**src/cel_packed_row_pixel_decoder_top_defines.svh**
```systemverilog
// Assertion macros for the packed row pixel decoder.
`ifndef CEL_PACKED_ROW_PIXEL_DECODER_TOP_DEFINES_SVH
`define CEL_PACKED_ROW_PIXEL_DECODER_TOP_DEFINES_SVH
`ifndef ASSERT_OFF
`define CPRD_ASSERT_RST(lbl, prop, msg) \
  lbl: assert property (@(posedge clk) disable iff (rst) prop) else $error(msg);
`define CPRD_ASSERT_CLK(lbl, prop, msg) \
  lbl: assert property (@(posedge clk) prop) else $error(msg);
`else
`define CPRD_ASSERT_RST(lbl, prop, msg)
`define CPRD_ASSERT_CLK(lbl, prop, msg)
`endif
`endif

```
**src/cprd_pkg.sv**
```systemverilog
`default_nettype none
package cprd_pkg;

  localparam int PALETTE_DEPTH_DEF = 32;
  localparam int MAX_WIDTH_DEF     = 2047;
  localparam int MAX_RESULTS       = 64;

  localparam logic [2:0] REG_DEPTH_CODE     = 3'd0;
  localparam logic [2:0] REG_UNCODED_MODE   = 3'd1;
  localparam logic [2:0] REG_PACKED_MODE    = 3'd2;
  localparam logic [2:0] REG_IMAGE_WIDTH    = 3'd3;
  localparam logic [2:0] REG_IMAGE_HEIGHT   = 3'd4;
  localparam logic [2:0] REG_PALETTE_COUNT  = 3'd5;
  localparam logic [2:0] REG_PREAMBLE_BYTES = 3'd6;

  localparam logic KIND_PALETTE = 1'b0;

  typedef struct packed {
    logic        kind;
    logic [15:0] data_word;
    logic [4:0]  palette_slot;
    logic        frame_start;
  } item_t;

  typedef struct packed {
    logic [10:0] pixel_x;
    logic [10:0] pixel_y;
    logic [7:0]  red;
    logic [7:0]  green;
    logic [7:0]  blue;
    logic        run_last;
  } pixel_t;

  typedef struct packed {
    logic [2:0]  depth_code;
    logic        uncoded_mode;
    logic        packed_mode;
    logic [10:0] image_width;
    logic [10:0] image_height;
    logic [5:0]  palette_count;
    logic [2:0]  preamble_bytes;
  } cfg_t;

  typedef struct packed {
    logic        start;
    logic [15:0] raw;
    logic        is16;
  } colour_req_t;

  typedef struct packed {
    logic       done;
    logic [7:0] red;
    logic [7:0] green;
    logic [7:0] blue;
  } colour_rsp_t;

  typedef struct packed {
    logic        we;
    logic [4:0]  slot;
    logic [14:0] word;
  } pal_wr_t;

  typedef struct packed {
    logic        push;
    logic        flush;
    logic [10:0] x;
    logic [10:0] y;
    logic [7:0]  red;
    logic [7:0]  green;
    logic [7:0]  blue;
  } emit_t;

  typedef struct packed {
    logic push_ready;
    logic flush_ready;
  } out_status_t;

  function automatic logic [4:0] depth_bits(input logic [2:0] code);
    logic [4:0] b;
    unique case (code)
      3'd1: b = 5'd1;
      3'd2: b = 5'd2;
      3'd3: b = 5'd4;
      3'd4: b = 5'd6;
      3'd5: b = 5'd8;
      3'd6: b = 5'd16;
      default: b = 5'd0;
    endcase
    return b;
  endfunction

  function automatic logic [7:0] expand5(input logic [4:0] v);
    return {v, v[4:2]};
  endfunction

endpackage
`default_nettype wire

```
**src/cel_packed_row_pixel_decoder_top.sv**
```systemverilog
`default_nettype none
// Palettized run-length sprite pixel decoder. Palette loads and data bytes enter on the
// item channel; each drawn pixel leaves on the pixel channel with its column, row and
// 8-bit RGB, and run_last marks the final pixel caused by a byte. One item is decoded at
// a time; a palette load is written when it is accepted. A data byte passes through
// bookkeeping (accept, dispatch, row-end check, output flush), the control and value
// steps, the bits shifted out of the bit buffer (8 per packet control, bpp per pixel
// value) and the colour lookup per value: direct when uncoded, else through the palette
// (start, 5-step serial modulo, RAM read, expand, handoff); then each pixel is emitted.
// The shifter takes one bit per cycle and the palette modulo is serial. An output
// register with one pending slot lets the next pixel be prepared while the last one
// waits. Configuration registers are written through cfg_we/cfg_index/cfg_data.
module cel_packed_row_pixel_decoder_top #(
  parameter int PALETTE_DEPTH = cprd_pkg::PALETTE_DEPTH_DEF,
  parameter int MAX_WIDTH     = cprd_pkg::MAX_WIDTH_DEF
) (
  input  wire logic             clk,
  input  wire logic             rst,
  input  wire logic             item_valid,
  output logic                  item_stall,
  input  wire cprd_pkg::item_t  item,
  output logic                  pixel_valid,
  input  wire logic             pixel_stall,
  output cprd_pkg::pixel_t      pixel,
  input  wire logic             cfg_we,
  input  wire logic [2:0]       cfg_index,
  input  wire logic [10:0]      cfg_data
);

  cprd_pkg::cfg_t        cfg;
  cprd_pkg::pal_wr_t     pal_wr;
  cprd_pkg::colour_req_t creq;
  cprd_pkg::colour_rsp_t crsp;
  cprd_pkg::emit_t       em;
  cprd_pkg::out_status_t status;
  logic                  busy;

  assign item_stall = busy;

  always_ff @(posedge clk) begin
    if (rst) begin
      cfg.depth_code     <= 3'd5;
      cfg.uncoded_mode   <= 1'b0;
      cfg.packed_mode    <= 1'b1;
      cfg.image_width    <= 11'd320;
      cfg.image_height   <= 11'd240;
      cfg.palette_count  <= 6'd32;
      cfg.preamble_bytes <= 3'd0;
    end else if (cfg_we) begin
      unique case (cfg_index)
        cprd_pkg::REG_DEPTH_CODE:     cfg.depth_code     <= cfg_data[2:0];
        cprd_pkg::REG_UNCODED_MODE:   cfg.uncoded_mode   <= cfg_data[0];
        cprd_pkg::REG_PACKED_MODE:    cfg.packed_mode    <= cfg_data[0];
        cprd_pkg::REG_IMAGE_WIDTH:    cfg.image_width    <= cfg_data;
        cprd_pkg::REG_IMAGE_HEIGHT:   cfg.image_height   <= cfg_data;
        cprd_pkg::REG_PALETTE_COUNT:  cfg.palette_count  <= cfg_data[5:0];
        cprd_pkg::REG_PREAMBLE_BYTES: cfg.preamble_bytes <= cfg_data[2:0];
        default: ;
      endcase
    end
  end

  cprd_core #(.MAX_WIDTH(MAX_WIDTH)) u_core (
    .clk        (clk),
    .rst        (rst),
    .cfg        (cfg),
    .item_valid (item_valid),
    .item       (item),
    .busy       (busy),
    .pal_wr     (pal_wr),
    .creq       (creq),
    .crsp       (crsp),
    .em         (em),
    .status     (status)
  );

  cprd_colour #(.PALETTE_DEPTH(PALETTE_DEPTH)) u_colour (
    .clk           (clk),
    .rst           (rst),
    .uncoded_mode  (cfg.uncoded_mode),
    .palette_count (cfg.palette_count),
    .pal_wr        (pal_wr),
    .req           (creq),
    .rsp           (crsp)
  );

  cprd_out u_out (
    .clk         (clk),
    .rst         (rst),
    .em          (em),
    .status      (status),
    .pixel_valid (pixel_valid),
    .pixel_stall (pixel_stall),
    .pixel       (pixel)
  );

endmodule
`default_nettype wire

```
**src/cprd_colour.sv**
```systemverilog
`default_nettype none
module cprd_colour #(
  parameter int PALETTE_DEPTH = cprd_pkg::PALETTE_DEPTH_DEF
) (
  input  wire logic                  clk,
  input  wire logic                  rst,
  input  wire logic                  uncoded_mode,
  input  wire logic [5:0]            palette_count,
  input  wire cprd_pkg::pal_wr_t     pal_wr,
  input  wire cprd_pkg::colour_req_t req,
  output cprd_pkg::colour_rsp_t      rsp
);

  localparam int AW = $clog2(PALETTE_DEPTH);

  typedef enum logic [1:0] {C_IDLE, C_MOD, C_READ, C_EXP} cstate_t;

  cstate_t     cst;
  logic [14:0] mem [PALETTE_DEPTH];
  logic [14:0] rd;
  logic [15:0] raw_r;
  logic [4:0]  idx;
  logic [4:0]  rem;
  logic [2:0]  step;
  logic        grey;
  logic        use_pal;
  logic [5:0]  cnt_eff;
  logic [5:0]  trial;
  logic [14:0] word;

  assign cnt_eff = (palette_count == 6'd0 || palette_count > 6'(PALETTE_DEPTH)) ?
                   6'(PALETTE_DEPTH) : palette_count;
  assign trial   = {rem, idx[4]};
  assign word    = use_pal ? rd : raw_r[14:0];

  always_ff @(posedge clk) begin
    if (pal_wr.we && {1'b0, pal_wr.slot} < 6'(PALETTE_DEPTH)) begin
      mem[pal_wr.slot[AW-1:0]] <= pal_wr.word;
    end
    if (cst == C_READ) begin
      rd <= mem[rem[AW-1:0]];
    end
  end

  always_ff @(posedge clk) begin
    if (rst) begin
      cst      <= C_IDLE;
      rsp.done <= 1'b0;
    end else begin
      rsp.done <= 1'b0;
      unique case (cst)
        C_IDLE: begin
          if (req.start) begin
            raw_r <= req.raw;
            if (uncoded_mode) begin
              grey    <= !req.is16;
              use_pal <= 1'b0;
              cst     <= C_EXP;
            end else begin
              grey    <= 1'b0;
              use_pal <= 1'b1;
              idx     <= req.raw[4:0];
              rem     <= 5'd0;
              step    <= 3'd0;
              cst     <= C_MOD;
            end
          end
        end
        C_MOD: begin
          rem  <= (trial >= cnt_eff) ? 5'(trial - cnt_eff) : trial[4:0];
          idx  <= {idx[3:0], 1'b0};
          step <= step + 3'd1;
          if (step == 3'd4) begin
            cst <= C_READ;
          end
        end
        C_READ: cst <= C_EXP;
        C_EXP: begin
          if (grey) begin
            rsp.red   <= raw_r[7:0];
            rsp.green <= raw_r[7:0];
            rsp.blue  <= raw_r[7:0];
          end else begin
            rsp.red   <= cprd_pkg::expand5(word[14:10]);
            rsp.green <= cprd_pkg::expand5(word[9:5]);
            rsp.blue  <= cprd_pkg::expand5(word[4:0]);
          end
          rsp.done <= 1'b1;
          cst      <= C_IDLE;
        end
        default: cst <= C_IDLE;
      endcase
    end
  end

endmodule
`default_nettype wire

```
**src/cprd_out.sv**
```systemverilog
`default_nettype none
module cprd_out (
  input  wire logic                clk,
  input  wire logic                rst,
  input  wire cprd_pkg::emit_t     em,
  output cprd_pkg::out_status_t    status,
  output logic                     pixel_valid,
  input  wire logic                pixel_stall,
  output cprd_pkg::pixel_t         pixel
);

  logic            pend_valid;
  cprd_pkg::emit_t pend;
  logic            free;

  assign free               = !pixel_valid || !pixel_stall;
  assign status.push_ready  = !pend_valid || free;
  assign status.flush_ready = !pend_valid || free;

  always_ff @(posedge clk) begin
    if (rst) begin
      pend_valid  <= 1'b0;
      pixel_valid <= 1'b0;
    end else begin
      if (pixel_valid && !pixel_stall) begin
        pixel_valid <= 1'b0;
      end
      if (em.push) begin
        if (pend_valid) begin
          pixel_valid <= 1'b1;
          pixel       <= {pend.x, pend.y, pend.red, pend.green, pend.blue, 1'b0};
        end
        pend       <= em;
        pend_valid <= 1'b1;
      end else if (em.flush && pend_valid && free) begin
        pixel_valid <= 1'b1;
        pixel       <= {pend.x, pend.y, pend.red, pend.green, pend.blue, 1'b1};
        pend_valid  <= 1'b0;
      end
    end
  end

endmodule
`default_nettype wire

```
**src/cprd_core.sv**
```systemverilog
`default_nettype none
`include "cel_packed_row_pixel_decoder_top_defines.svh"
module cprd_core #(
  parameter int MAX_WIDTH = cprd_pkg::MAX_WIDTH_DEF
) (
  input  wire logic                  clk,
  input  wire logic                  rst,
  input  wire cprd_pkg::cfg_t        cfg,
  input  wire logic                  item_valid,
  input  wire cprd_pkg::item_t       item,
  output logic                       busy,
  output cprd_pkg::pal_wr_t          pal_wr,
  output cprd_pkg::colour_req_t      creq,
  input  wire cprd_pkg::colour_rsp_t crsp,
  output cprd_pkg::emit_t            em,
  input  wire cprd_pkg::out_status_t status
);

  typedef enum logic [3:0] {
    S_IDLE, S_BYTE, S_UNP, S_PK, S_TAKE, S_CTRL, S_COLOUR, S_EMIT, S_ROWEND, S_FLUSH
  } state_t;

  typedef enum logic [2:0] {
    PH_OFFSET, PH_PREAMBLE, PH_CONTROL, PH_LITERAL, PH_REPEAT, PH_SKIP
  } phase_t;

  localparam logic [11:0] MaxW = 12'(MAX_WIDTH);

  state_t      state;
  phase_t      phase;
  logic [23:0] acc;
  logic [4:0]  held;
  logic [10:0] column;
  logic [10:0] row;
  logic [18:0] rbu;
  logic [18:0] rbl;
  logic [6:0]  run_left;
  logic [7:0]  byte_r;
  logic [15:0] px;
  logic [4:0]  take_left;
  logic        take_ctrl;
  logic [6:0]  nres;
  logic        cstart;

  logic        accept;
  logic [4:0]  bpp;
  logic [10:0] width;
  logic [10:0] rem;
  logic [15:0] wb;
  logic [16:0] wb31;
  logic [18:0] row_bytes;
  logic [23:0] push_val;
  logic [18:0] rbu1;
  logic [18:0] limit;
  logic [6:0]  cnt;
  logic [6:0]  cnt_clip;
  logic [16:0] off16;
  logic        can_out;
  logic [6:0]  lit_left;

  assign busy      = (state != S_IDLE);
  assign accept    = item_valid && !busy;
  assign bpp       = cprd_pkg::depth_bits(cfg.depth_code);
  assign width     = ({1'b0, cfg.image_width} > MaxW) ? MaxW[10:0] : cfg.image_width;
  assign rem       = width - column;
  assign wb        = 16'(width) * 16'(bpp);
  assign wb31      = 17'(wb) + 17'd31;
  assign row_bytes = 19'({wb31[16:5], 2'b00});
  assign push_val  = {byte_r, 16'b0} >> held;
  assign rbu1      = rbu + 19'd1;
  assign limit     = cfg.packed_mode ? rbl : row_bytes;
  assign cnt       = {1'b0, px[5:0]} + 7'd1;
  assign cnt_clip  = ({4'b0, cnt} > rem) ? rem[6:0] : cnt;
  assign off16     = 17'({rbl[7:0], byte_r}) + 17'd2;
  assign can_out   = nres < 7'(cprd_pkg::MAX_RESULTS);
  assign lit_left  = (run_left != 7'd0) ? run_left - 7'd1 : run_left;

  assign pal_wr.we   = accept && item.kind == cprd_pkg::KIND_PALETTE;
  assign pal_wr.slot = item.palette_slot;
  assign pal_wr.word = item.data_word[14:0];

  assign creq.start = cstart;
  assign creq.raw   = px;
  assign creq.is16  = (bpp == 5'd16);

  assign em.push  = (state == S_EMIT) && can_out && status.push_ready;
  assign em.flush = (state == S_FLUSH);
  assign em.x     = column;
  assign em.y     = row;
  assign em.red   = crsp.red;
  assign em.green = crsp.green;
  assign em.blue  = crsp.blue;

  always_ff @(posedge clk) begin
    if (rst) begin
      state    <= S_IDLE;
      phase    <= PH_OFFSET;
      acc      <= '0;
      held     <= '0;
      column   <= '0;
      row      <= '0;
      rbu      <= '0;
      rbl      <= '0;
      run_left <= '0;
      nres     <= '0;
      cstart   <= 1'b0;
    end else begin
      cstart <= 1'b0;
      unique case (state)
        S_IDLE: begin
          if (accept && item.kind != cprd_pkg::KIND_PALETTE) begin
            byte_r <= item.data_word[7:0];
            nres   <= '0;
            if (item.frame_start) begin
              column   <= '0;
              row      <= '0;
              acc      <= '0;
              held     <= '0;
              rbu      <= '0;
              rbl      <= '0;
              run_left <= '0;
              phase    <= (cfg.packed_mode && cfg.preamble_bytes != 3'd0) ?
                          PH_PREAMBLE : PH_OFFSET;
            end
            state <= S_BYTE;
          end
        end
        S_BYTE: begin
          if (bpp == 5'd0 || row >= cfg.image_height) begin
            state <= S_FLUSH;
          end else if (!cfg.packed_mode) begin
            if (width == 11'd0) begin
              state <= S_FLUSH;
            end else if (column < width) begin
              acc   <= acc | push_val;
              held  <= held + 5'd8;
              state <= S_UNP;
            end else begin
              state <= S_ROWEND;
            end
          end else begin
            unique case (phase)
              PH_PREAMBLE: begin
                if (rbu1 >= 19'(cfg.preamble_bytes)) begin
                  rbu   <= '0;
                  phase <= PH_OFFSET;
                end else begin
                  rbu <= rbu1;
                end
                state <= S_FLUSH;
              end
              PH_OFFSET: begin
                if (bpp < 5'd8) begin
                  rbl   <= 19'({{1'b0, byte_r} + 9'd2, 2'b00});
                  phase <= PH_CONTROL;
                end else if (rbu == 19'd0) begin
                  rbl <= 19'(byte_r);
                end else begin
                  rbl   <= {off16, 2'b00};
                  phase <= PH_CONTROL;
                end
                rbu   <= rbu1;
                state <= S_FLUSH;
              end
              PH_SKIP: state <= S_ROWEND;
              default: begin
                acc   <= acc | push_val;
                held  <= held + 5'd8;
                state <= S_PK;
              end
            endcase
          end
        end
        S_UNP: begin
          if (held >= bpp && column < width) begin
            take_left <= bpp;
            take_ctrl <= 1'b0;
            px        <= '0;
            state     <= S_TAKE;
          end else begin
            state <= S_ROWEND;
          end
        end
        S_PK: begin
          unique case (phase)
            PH_CONTROL: begin
              if (column >= width) begin
                phase <= PH_SKIP;
              end else if (held < 5'd8) begin
                state <= S_ROWEND;
              end else begin
                take_left <= 5'd8;
                take_ctrl <= 1'b1;
                px        <= '0;
                state     <= S_TAKE;
              end
            end
            PH_LITERAL, PH_REPEAT: begin
              if (held < bpp) begin
                state <= S_ROWEND;
              end else begin
                take_left <= bpp;
                take_ctrl <= 1'b0;
                px        <= '0;
                state     <= S_TAKE;
              end
            end
            default: begin
              acc   <= '0;
              held  <= '0;
              state <= S_ROWEND;
            end
          endcase
        end
        S_TAKE: begin
          px        <= {px[14:0], acc[23]};
          acc       <= {acc[22:0], 1'b0};
          held      <= held - 5'd1;
          take_left <= take_left - 5'd1;
          if (take_left == 5'd1) begin
            if (take_ctrl) begin
              state <= S_CTRL;
            end else begin
              cstart <= 1'b1;
              state  <= S_COLOUR;
            end
          end
        end
        S_CTRL: begin
          unique case (px[7:6])
            2'd0: phase <= PH_SKIP;
            2'd1: begin
              run_left <= cnt_clip;
              phase    <= PH_LITERAL;
            end
            2'd2: column <= column + 11'(cnt_clip);
            default: begin
              run_left <= cnt_clip;
              phase    <= PH_REPEAT;
            end
          endcase
          state <= S_PK;
        end
        S_COLOUR: begin
          if (crsp.done) begin
            state <= S_EMIT;
          end
        end
        S_EMIT: begin
          if (!can_out || status.push_ready) begin
            column <= column + 11'd1;
            if (can_out) begin
              nres <= nres + 7'd1;
            end
            if (!cfg.packed_mode) begin
              state <= S_UNP;
            end else if (phase == PH_REPEAT) begin
              run_left <= run_left - 7'd1;
              if (run_left == 7'd1) begin
                phase <= PH_CONTROL;
                state <= S_PK;
              end
            end else begin
              run_left <= lit_left;
              if (lit_left == 7'd0) begin
                phase <= PH_CONTROL;
              end
              state <= S_PK;
            end
          end
        end
        S_ROWEND: begin
          if (rbu1 >= limit) begin
            row      <= row + 11'd1;
            column   <= '0;
            acc      <= '0;
            held     <= '0;
            rbu      <= '0;
            run_left <= '0;
            phase    <= PH_OFFSET;
          end else begin
            rbu <= rbu1;
          end
          state <= S_FLUSH;
        end
        S_FLUSH: begin
          if (status.flush_ready) begin
            state <= S_IDLE;
          end
        end
        default: state <= S_IDLE;
      endcase
    end
  end

  `CPRD_ASSERT_RST(a_push_has_room, em.push |-> status.push_ready, "push without room")
  `CPRD_ASSERT_RST(a_push_in_row, em.push |-> em.x < width, "pixel beyond row width")
  `CPRD_ASSERT_RST(a_colour_waited, crsp.done |-> state == S_COLOUR, "stray colour result")
  `CPRD_ASSERT_CLK(a_reset_idle, rst |=> state == S_IDLE && !em.push, "not idle after reset")

endmodule
`default_nettype wire
```
**config.mk**
```make
export PLATFORM = sky130hd
export DESIGN_NAME = cel_packed_row_pixel_decoder_top
export DESIGN_NICKNAME = d
export VERILOG_FILES = /design/src/cprd_pkg.sv /design/src/cel_packed_row_pixel_decoder_top.sv /design/src/cprd_colour.sv /design/src/cprd_out.sv /design/src/cprd_core.sv
export VERILOG_INCLUDE_DIRS = /design/src /design/src/src
export SDC_FILE = /design/constraint.sdc
export NUM_CORES = 1
export LEC_CHECK = 0
export ABC_AREA = 1
export CORE_ASPECT_RATIO = 0.7
export CORE_MARGIN = 3
export CORE_UTILIZATION = 58
export DETAILED_ROUTE_END_ITERATION = 16
export DONT_BUFFER_PORTS = 1
export PLACE_DENSITY = 0.76
export SYNTH_ARGS = -nofsm -noshare
export SYNTH_HDL_FRONTEND = slang
export SYNTH_SLANG_ARGS = --single-unit
```
**constraint.sdc**
```tcl
create_clock -name clk -period 5.3 [get_ports clk]
set_input_delay 0.265 -clock clk [delete_from_list [all_inputs] [get_ports clk]]
set_output_delay 0.265 -clock clk [all_outputs]
set_load 0.01 [all_outputs]
```
# Word-level counts from Yosys, hierarchy flattened
# Memory sizes are Yosys's and may differ from the RTL's. A register that Yosys moved wholly into a read port is not among the register bits.
# Index checks and enable logic that the tools add are counted.
[totals]
ff_bits = 328
latch_bits = 0
ram_bits = 480
romBits = 0
inputBits = 42
n_memories = 1
[op_classes]
add_sub_neg = 16
mul = 1
div_mod_pow = 0
magnitude_cmp = 13
eq_ne = 71
shifts = 1
n_mux = 146
n_bitwise = 5
n_reduce_logical = 76
[memory_table]
columns = ["name", "depth", "width", "rd", "rd_clocked_by_memory_dff", "wr", "line_no", "rtl"]
rows = [
  ["u_colour.mem", 32, 15, 1, 1, 1, "cprd_colour.sv:19", "logic [14:0] mem [PALETTE_DEPTH];"],
]
[op_table]
columns = ["operator", "n"]
rows = [
  ["24-bit two-way mux", 10],
  ["19-bit two-way mux", 12],
  ["47-bit two-way mux", 3],
  ["24-bit case mux with 5 select lines", 1],
  ["5-bit two-way mux", 18],
  ["7-bit two-way mux", 12],
  ["19-bit case mux with 2 select lines", 2],
  ["15-bit two-way mux", 5],
  ["11-bit two-way mux", 6],
  ["4-bit two-way mux", 16],
  ["19-bit case mux with 3 select lines", 1],
  ["3-bit two-way mux", 17],
  ["15-bit case mux with 3 select lines", 1],
  ["11-bit case mux with 4 select lines", 1],
  ["4-bit case mux with 10 select lines", 1],
  ["15-bit case mux with 2 select lines", 1],
  ["5-bit case mux with 2 select lines", 3],
  ["5-bit case mux with 6 select lines", 1],
  ["7-bit case mux with 4 select lines", 1],
  ["7-bit AND reduction", 4],
  ["3-bit == test (second input constant)", 9],
  ["25-bit two-way mux", 1],
  ["5-bit case mux with 5 select lines", 1],
  ["2-bit inequality test (second input constant)", 12],
  ["82 further kinds", 190],
]

# Depth between registers and ports, before layout
# Gate-level depths: netlist of run 1.
[depth]
word_depth = 8
mapped_depth = 38
depth_no_buf = 38

# Modules after synthesis
# A second synthesis of run 1 with hierarchy kept.
[unflattened]
cells_unflattened = 4275
area_unflattened_um2 = 40213.6
[modules_own_cells]
columns = ["mod", "n_inst", "cells_per_inst", "area_per_inst_um2", "seq_area_each_um2"]
rows = [
  ["cprd_colour", 1, 1947, 22734.3, 16545.9],
  ["cprd_core", 1, 2001, 13102.6, 3123.0],
  ["cprd_out", 1, 116, 2929.1, 2832.7],
  ["cel_packed_row_pixel_decoder_top", 1, 211, 1447.6, 720.7],
]

# Least setup slack after synthesis of run 1
# OpenSTA, ideal clock, no wires.
[synth_timing]
path_type = "flip-flop to flip-flop"
start = "register, netlist name cfg[35]"
end = "register u_core.row[10]"
setup_ns = 0.070
arrival_time_ns = 5.532
required_ns = 5.230
setup_slack_ns = -0.302
path_stages_with_launch = 36
path_buffers = 3
synth_period_minus_slack_ns = 5.602
cell_sequence = "dfxtp_1 clkbuf_2 inv_1 nor2_1 o21bai_1 clkbuf_1 nor2_1 fa_1 inv_1 fa_1 inv_1 fa_1 ha_1 nand2_1 o21ai_2 nand2_1 nand2_1 inv_1 o21ai_1 inv_1 or2_0 nand3_1 o21ai_0 ha_1 a21oi_1 o21ai_0 nand2_1 nand2_1 nand2_1 nand4_1 nor2_1 nor2_1 nand2_1 clkbuf_1 nand2_1 a21oi_1"
[synth_between]
elab_chain_cells = 8
word_cells_on_any_way = 13
cone_classes = "1 x add/sub; 1 x mul; 1 x order compare; 7 x eq/ne; 2 x mux; 1 x reduce/logical"
[synth_rtl]
columns = ["item", "line_no", "rtl"]
rows = [
  ["3-bit == test (tied with other cells)", "cprd_pkg.sv:80", "unique case (code)"],
  ["5-bit case mux with 6 select lines (*)", "cprd_pkg.sv:80", ""],
  ["11-bit by 5-bit multiplier with 16-bit output (*)", "cprd_core.sv:66", "assign wb = 16'(width) * 16'(bpp);"],
  ["16-bit by 5-bit adder with 17-bit output (*)", "cprd_core.sv:67", "assign wb31 = 17'(wb) + 17'd31;"],
  ["19-bit two-way mux (*)", "cprd_core.sv:71", "assign limit = cfg.packed_mode ? rbl : row_bytes;"],
  ["19-bit greater-or-equal comparator (*)", "cprd_core.sv:273", "if (rbu1 >= limit) begin"],
  ["2-bit by 1-bit inequality test with 1-bit output (no source line) (*)", "n/a", ""],
  ["4-bit AND reduction (no source line) (*)", "n/a", ""],
  ["end signal: assignment", "cprd_core.sv:274", "row <= row + 11'd1;"],
  ["end: declaration", "cprd_core.sv:34", "logic [10:0] row;"],
]
# Mark *: on every way between the ends. The rest lies on a longest branch, timed or not.
# A chain may end at the register's enable or synchronous reset.

# Worst setup path after layout of run 1
[layout_timing]
start = "register, netlist name cfg[34]"
end = "register u_core.row[9]"
[layout_between]
elab_chain_cells = 8
word_cells_on_any_way = 13
cone_classes = "1 x add/sub; 1 x mul; 1 x order compare; 7 x eq/ne; 2 x mux; 1 x reduce/logical"
[layout_rtl]
columns = ["item", "line_no"]
rows = [
  ["3-bit == test (tied with other cells)", "cprd_pkg.sv:80"],
  ["5-bit case mux with 6 select lines (*)", "cprd_pkg.sv:80"],
  ["11-bit by 5-bit multiplier with 16-bit output (*)", "cprd_core.sv:66"],
  ["16-bit by 5-bit adder with 17-bit output (*)", "cprd_core.sv:67"],
  ["19-bit two-way mux (*)", "cprd_core.sv:71"],
  ["19-bit greater-or-equal comparator (*)", "cprd_core.sv:273"],
  ["2-bit by 1-bit inequality test with 1-bit output (no source line) (*)", "n/a"],
  ["4-bit AND reduction (no source line) (*)", "n/a"],
]
# Marks and branches as above.

==> results of run 1 <==
-- state kept, by name (all words and copies together) (netlist names), 7 cells and up --
register / cells
u_colour.rsp: 25
u_core.px: 15
u_colour.raw_r: 15
u_core.column: 11
u_core.row: 11
u_colour.rd: 15
u_out.pixel: 47
u_core.run_left: 7
u_out.pend: 46
cfg: 36
u_core.nres: 7
u_colour.mem: 480
u_core.byte_r: 8
u_core.rbl: 19
u_core.acc: 24
u_core.rbu: 19
-- layout make-up --
type / instances / area share
repair inverters: 1 / 0.000113
flip-flops and latches: 823 / 0.526
clock buffers: 98 / 0.0473
repair buffers: 225 / 0.0500
well taps: 880 / 0.0250
clock inverters: 44 / 0.0115
inverters: 330 / 0.0286
multi-input cells: 2486 / 0.312
-- worst min-delay path, cell delays in order --
cell,delay [ns]
inv_1,0.06
nor3_1,0.13
a21oi_1,0.16
-- through the flow --
step | utilization | hold WS [ns] | power, mW
after floorplan | - | 0.364 | 10.6
after CTS | 0.674 | -0.318 | 17.9
after global routing | 0.677 | 0.0276 | 18.9
after global placement | 0.614 | 0.342 | 11.9
final | 0.677 | 0.0308 | 18.1
after detailed placement | 0.614 | 0.346 | 11.9
-- worst paths after layout --
check                           slack, ns  cells past startpoint                    endpoint
worst min register to register       0.42                      0   u_out.pixel[18]$_DFFE_PP_
worst max register to register      -0.52                     35  u_core.row[9]$_SDFFE_PP0P_
worst max-delay path                -0.52                     35  u_core.row[9]$_SDFFE_PP0P_
worst min-delay path                 0.03                      3        cfg[21]$_SDFFE_PP0P_
-- power by group --
| part | switching (mW) | internal [mW] | total (mW) |
|---|---|---|---|
| combinational | 3.33 | 1.65 | 4.98 |
| clock | 2.49 | 3.18 | 5.67 |
| sequential | 0.201 | 7.25 | 7.45 |
| total | 6.02 | 12.1 | 18.1 |
-- kinds of logic after synthesis --
kind of cell / share of synthesized area
buffers and inverters: 0.0502
and+or+nand+nor: 0.158
AOI/OAI and AO/OA: 0.125
adders and majority gates: 0.0549
DFF: 0.603
xor gates and xnor gates: 0.00866
muxes: 0.000521
-- synth_stat cells (8+ instances only) --
master,n,area (sq um)
buf_1,10,37.5
fa_1,33,661
dfxtp_1,152,3040
o211ai_1,16,120
nand4_1,27,169
o221ai_1,96,841
a31oi_1,18,113
inv_1,318,1190
nor2_1,635,2380
buf_2,13,65.1
clkbuf_1,135,507
o21ai_0,408,2040
a211oi_1,9,67.6
ha_1,116,1450
nand3b_1,9,67.6
xnor2_1,8,70.1
nand3_1,183,916
nor3_1,33,165
xor2_1,30,263
nor2_2,10,62.6
nand2_1,541,2030
o22ai_1,44,275
edfxtp_1,671,20100
a21oi_1,179,896
a32oi_1,13,114
-- per-layer routing --
layer  vias to the layer above  part of all wire
li1                      13609                 -
met1                     14037              0.44
met3                       170              0.13
met5                         -           0.00026
met4                         4             0.020
met2                      1752              0.41
-- timing repair --
action                                 in CTS  in global routing
pin swaps                                  41                 16
gates resized for setup                   110                 32
setup endpoints to repair                  80                 80
cloned                                      3                  1
setup buffers                               6                  2
endpoints found under the hold margin     589                 33
hold buffers                               76                  2
==> impl_metrics.csv, run 1 <==
group,metric,value,unit
pwr,power_leakage,16.5,nW
timing,period_share,1.10,
final_layout,layout_commonest_cell,"edfxtp_1",
final_layout,drive_gt1_frac,0.104,
floorplan,rows,78,
placement,dp.cells,4656,
timing,tightest_slew,1.13,ns
timing,hold_viol,0,
final_layout,multi_input_area,13700,sq um
drt,dr_total_vias,29572,
global_routing,grt_max_degree,189,
drt,drt-wirelength-per-cell,21.4,um
hold_path,min_from,"cfg_index[0]",
clock_tree,clk-insertion-delay-late,0.65,ns
global_routing,use_met1,0.474,
status,violations,"negative setup slack",
global_routing,grt_pass1_vias,27457,
global_routing,grt_overflow,0,
timing,fmax,172,MHz
clock_tree,cts_tree,"built",
floorplan,dieArea,69400,sq um
floorplan,fp.dieW,314,um
floorplan,ioPinCount,91,
timing,slew_headroom,0.241,
placement,pre_cts_slack,-0.797,ns
worst_setup_path,crit_type,"reg2reg",
yosys,postSynthAreaPerCell,10.1,sq um
hold_path,min_path_type,"in2reg",
worst_setup_path,critical_path_required,5.87,ns
yosys,ys_ff_latch,823,
timing,finalSetupViolCount,80,
final_layout,area_growth,14.8,%
yosys,syn_inst,3807,
yosys,synth_area,38400,sq um
global_routing,grt_use_met3,0.0732,
worst_setup_path,slowest_stage,"fa_1",
final_layout,regArea,23200,sq um
worst_setup_path,arrival,6.40,ns
clock_tree,cts_sinks,823,
yosys,synth_fp_nets,3998,
clock_tree,cts_root_buffer,"clkbuf_16",
drt,post-route-drc-count,0,
pwr,ir_drop,0.262,mV
worst_setup_path,slowest_delay,0.55,ns
timing,fin_ws,-0.524,ns
worst_setup_path,worstSetupStartpointType,"register",
global_routing,grt_pass1_wl,160,mm
floorplan,start_util,0.590,
timing,setup_tns,-35.99,ns
drt,drt_iter0_drc,4087,
clock_tree,numCtsBuffers,78,
drt,via_per_inst,6.05,
final_layout,fillers,4790,
pwr,cellPowerDensity,410,nW/um^2
worst_setup_path,crit_path_end_kind,"register",
placement,dpl_cell_area,40000,sq um
timing,rsz0062_at_grt,"yes",
worst_setup_path,startpoint,"cfg[34]$_SDFFE_PP0P_",
yosys,synthArstFlopShare,0,
yosys,yosys_most_used_dff,"edfxtp_1",
placement,portBuffers,0,
yosys,synth_edf_count,671,
placement,place.gp.congestion,0.938,
global_routing,use_met2,0.408,
final_layout,nNetsFinal,4136,
worst_setup_path,cp_common_cell,"nand2_1",
final_layout,layout_common_cells,"671 x edfxtp_1, 606 x nor2_1, 526 x nand2_1, 394 x o21ai_0, 309 x inv_1",
run,drv_cap,0,
global_routing,grt_busiest_layer,"met1",
worst_setup_path,crit-reg2reg-launch,"cfg[34]$_SDFFE_PP0P_",
placement,hpwlAfterDp,66.3,mm
worst_setup_path,path_buf_inv,7,
timing,fin_crit,5.82,ns
final_layout,final_cells,4887,
global_routing,grt_antenna_before_repair,3,
clock_tree,clkTransAtPathRegs,0.06,ns
drt,routed_wl,104,mm
final_layout,design_area,44100,sq um
clock_tree,h-tree-depth,3,
final_layout,diodes,0,
drt,firstDrtPassIters,6,
timing,slew_violations,0,
status,status,"finished, violations left",
floorplan,core_area,65200,sq um
timing,skew,0.0307,ns
yosys,yosys_warnings,0,
worst_setup_path,cp_max_fo,5,
yosys,yosysUniqueCellTypes,57,
worst_setup_path,crit_family,"adder cells",
yosys,ys_seq_area_frac,0.603,
clock_tree,clk_path_buf_depth,3,
floorplan,dieHeight,221,um
global_routing,track_usage,0.297,
drt,ant_nets,0,
Power figures use the tool's default switching activity.
==> run 2: changes to the inputs <==
- CELL_PAD_IN_SITES_DETAIL_PLACEMENT: default -> 2
- CELL_PAD_IN_SITES_GLOBAL_PLACEMENT: default -> 2
- CORE_UTILIZATION: 58 -> 38
- PLACE_DENSITY: 0.76 -> default
- PLACE_DENSITY_LB_ADDON: default -> 0.1
==> run 2 against run 1 <==
Net effect: the run still ends with negative setup slack left; die area is 51% higher; register-to-register slack lost 0.04 ns; combinational power is 23% higher; critical path depth decreased by 3; sequential share of layout area down 1.7 points; core utilization decreased by 22 points; maximum frequency down 0.68%; via count is 3.9% higher; wire length grew 42%; sequential power increased by 0.5%; worst setup slack worse by 0.040 ns; first-iteration DRC count decreased by 32%; critical endpoint is now u_core.acc[4]$_SDFFE_PP0P_.
==> impl_metrics.csv, run 2 (same netlist as run 1, synthesis figures left out) <==
group,metric,value,unit
clock_tree,cts_root_buffer,"clkbuf_16",
final_layout,largest_reg_flops,480,
drt,ant_nets,0,
worst_setup_path,arrival,6.44,ns
placement,portBuffers,0,
global_routing,grt_pass1_wl,218,mm
clock_tree,clkTransAtPathRegs,0.07,ns
worst_setup_path,slowest_delay,0.54,ns
timing,skew,0.0565,ns
hold_path,min_path_cells,3,
drt,dr_total_vias,30726,
global_routing,grt_pass1_vias,33064,
run,drv_cap,0,
timing,slew_violations,0,
status,status,"finished, violations left",
hold_path,min_path_type,"in2reg",
floorplan,core_area,99100,sq um
floorplan,ioPinCount,91,
pwr,p_total,19.8,mW
worst_setup_path,critical_path_required,5.87,ns
clock_tree,numCtsBuffers,84,
placement,place.gp.congestion,0.857,
floorplan,fp.dieW,386,um
global_routing,grt_max_degree,117,
global_routing,track_usage,0.278,
timing,tightest_slew,1.24,ns
worst_setup_path,slowest_stage,"fa_1",
worst_setup_path,cp_max_fo,6,
floorplan,start_util,0.388,
global_routing,grt_overflow,0,
drt,firstDrtPassIters,5,
clock_tree,h-tree-depth,3,
timing,finalSetupViolCount,80,
global_routing,grt_antenna_before_repair,7,
placement,hpwlAfterDp,99.8,mm
timing,setup_tns,-39.37,ns
final_layout,layout_common_cells,"671 x edfxtp_1, 589 x nor2_1, 494 x nand2_1, 393 x o21ai_0, 302 x inv_1",
timing,hold_viol,0,
drt,routed_wl,148,mm
worst_setup_path,cp_common_cell,"nor2_4",
timing,fin_crit,5.86,ns
drt,via_per_inst,5.74,
status,violations,"negative setup slack",
drt,drt_iter0_drc,2791,
final_layout,layout_commonest_cell,"edfxtp_1",
drt,post-route-drc-count,0,
clock_tree,cts_tree,"built",
clock_tree,clk_path_buf_depth,3,
floorplan,rows,96,
timing,period_share,1.11,
floorplan,dieHeight,272,um
worst_setup_path,crit_path_end_kind,"register",
worst_setup_path,reg2reg_depth,32,
pwr,power_leakage,16.8,nW
timing,slew_headroom,0.167,
worst_setup_path,crit_type,"reg2reg",
drt,drt-wirelength-per-cell,27.6,um
timing,fin_ws,-0.564,ns
pwr,ir_drop,0.303,mV
timing,fmax,171,MHz
clock_tree,cts_sinks,823,
final_layout,diodes,0,
final_layout,drive_gt1_frac,0.138,
timing,rsz0062_at_grt,"yes",
final_layout,area_growth,18.7,%
pwr,cellPowerDensity,434,nW/um^2
clock_tree,clk-insertion-delay-late,0.69,ns
floorplan,dieArea,105000,sq um
final_layout,nNetsFinal,4158,
worst_setup_path,worstSetupStartpointType,"register",
[run 2: area by class of cell]
class / instances / area [sq um]
multi-input combinational: 2487 / 14300
timing repair inverter: 1 / 7.51
tap: 1323 / 1660
timing repair buffer: 240 / 2430
fill: 10236 / 53500
clock buffer: 105 / 2260
sequential: 823 / 23200
clock inverter: 48 / 522
inverter: 330 / 1280
[run 2: what timing repair did]
| item | CTS | global route |
|---|---|---|
| gates cloned | 7 | 1 |
| setup endpoints to repair | 80 | 80 |
| gates resized for setup | 209 | 76 |
| pin swaps | 72 | 45 |
| hold buffers | 56 | 0 |
| hold endpoints to repair | 587 | 0 |
| setup buffers | 17 | 8 |
[run 2: power breakdown]
group | total (mW) | internal, mW | switching [mW] | leakage (nW)
combinational | 6.12 | 1.98 | 4.13 | 8.20
sequential | 7.49 | 7.26 | 0.232 | 7.26
clock | 6.20 | 3.49 | 2.71 | 1.36
[run 2: worst max-delay path, delay by kind of cell, from the launching register on]
kind / cells / cell delay (ns)
AO/OA/AOI/OAI: 6 / 1.03
adder cells (fa/ha/maj): 5 / 2.22
buffers and inverters: 9 / 0.98
flip-flops: 1 / 0.39
AND/OR/NAND/NOR: 12 / 1.14
[run 2: worst paths after layout]
path | from | to | slack [ns]
min | cfg_we | cfg[8]$_SDFFE_PP1P_ | 0.04
max reg2reg | cfg[35]$_SDFFE_PP1P_ | u_core.acc[4]$_SDFFE_PP0P_ | -0.56
max | cfg[35]$_SDFFE_PP1P_ | u_core.acc[4]$_SDFFE_PP0P_ | -0.56
min reg2reg | u_out.pend[26]$_DFFE_PP_ | u_out.pixel[27]$_DFFE_PP_ | 0.42
[run 2: layer usage]
layer  track usage  up-vias  part of all wire
li1              -    13675                 -
met2         0.417      937              0.44
met1         0.407    15927              0.46
met4        0.0597        0             0.019
met3        0.0684      187             0.076
met5             0        -                 0
[run 2: metrics by stage]
step	instance area [sq um]	setup WS (ns)	cells	util	hold WS, ns
floorplan	38500	0.00185	3807	-	0.364
global placement	40700	-1.05	5116	0.411	0.356
detailed placement	40700	-1.45	5116	0.411	0.360
CTS	45200	-0.447	5348	0.457	0.00578
global route	45600	-0.834	5357	0.460	0.0634
finish	45600	-0.564	5357	0.460	0.0432
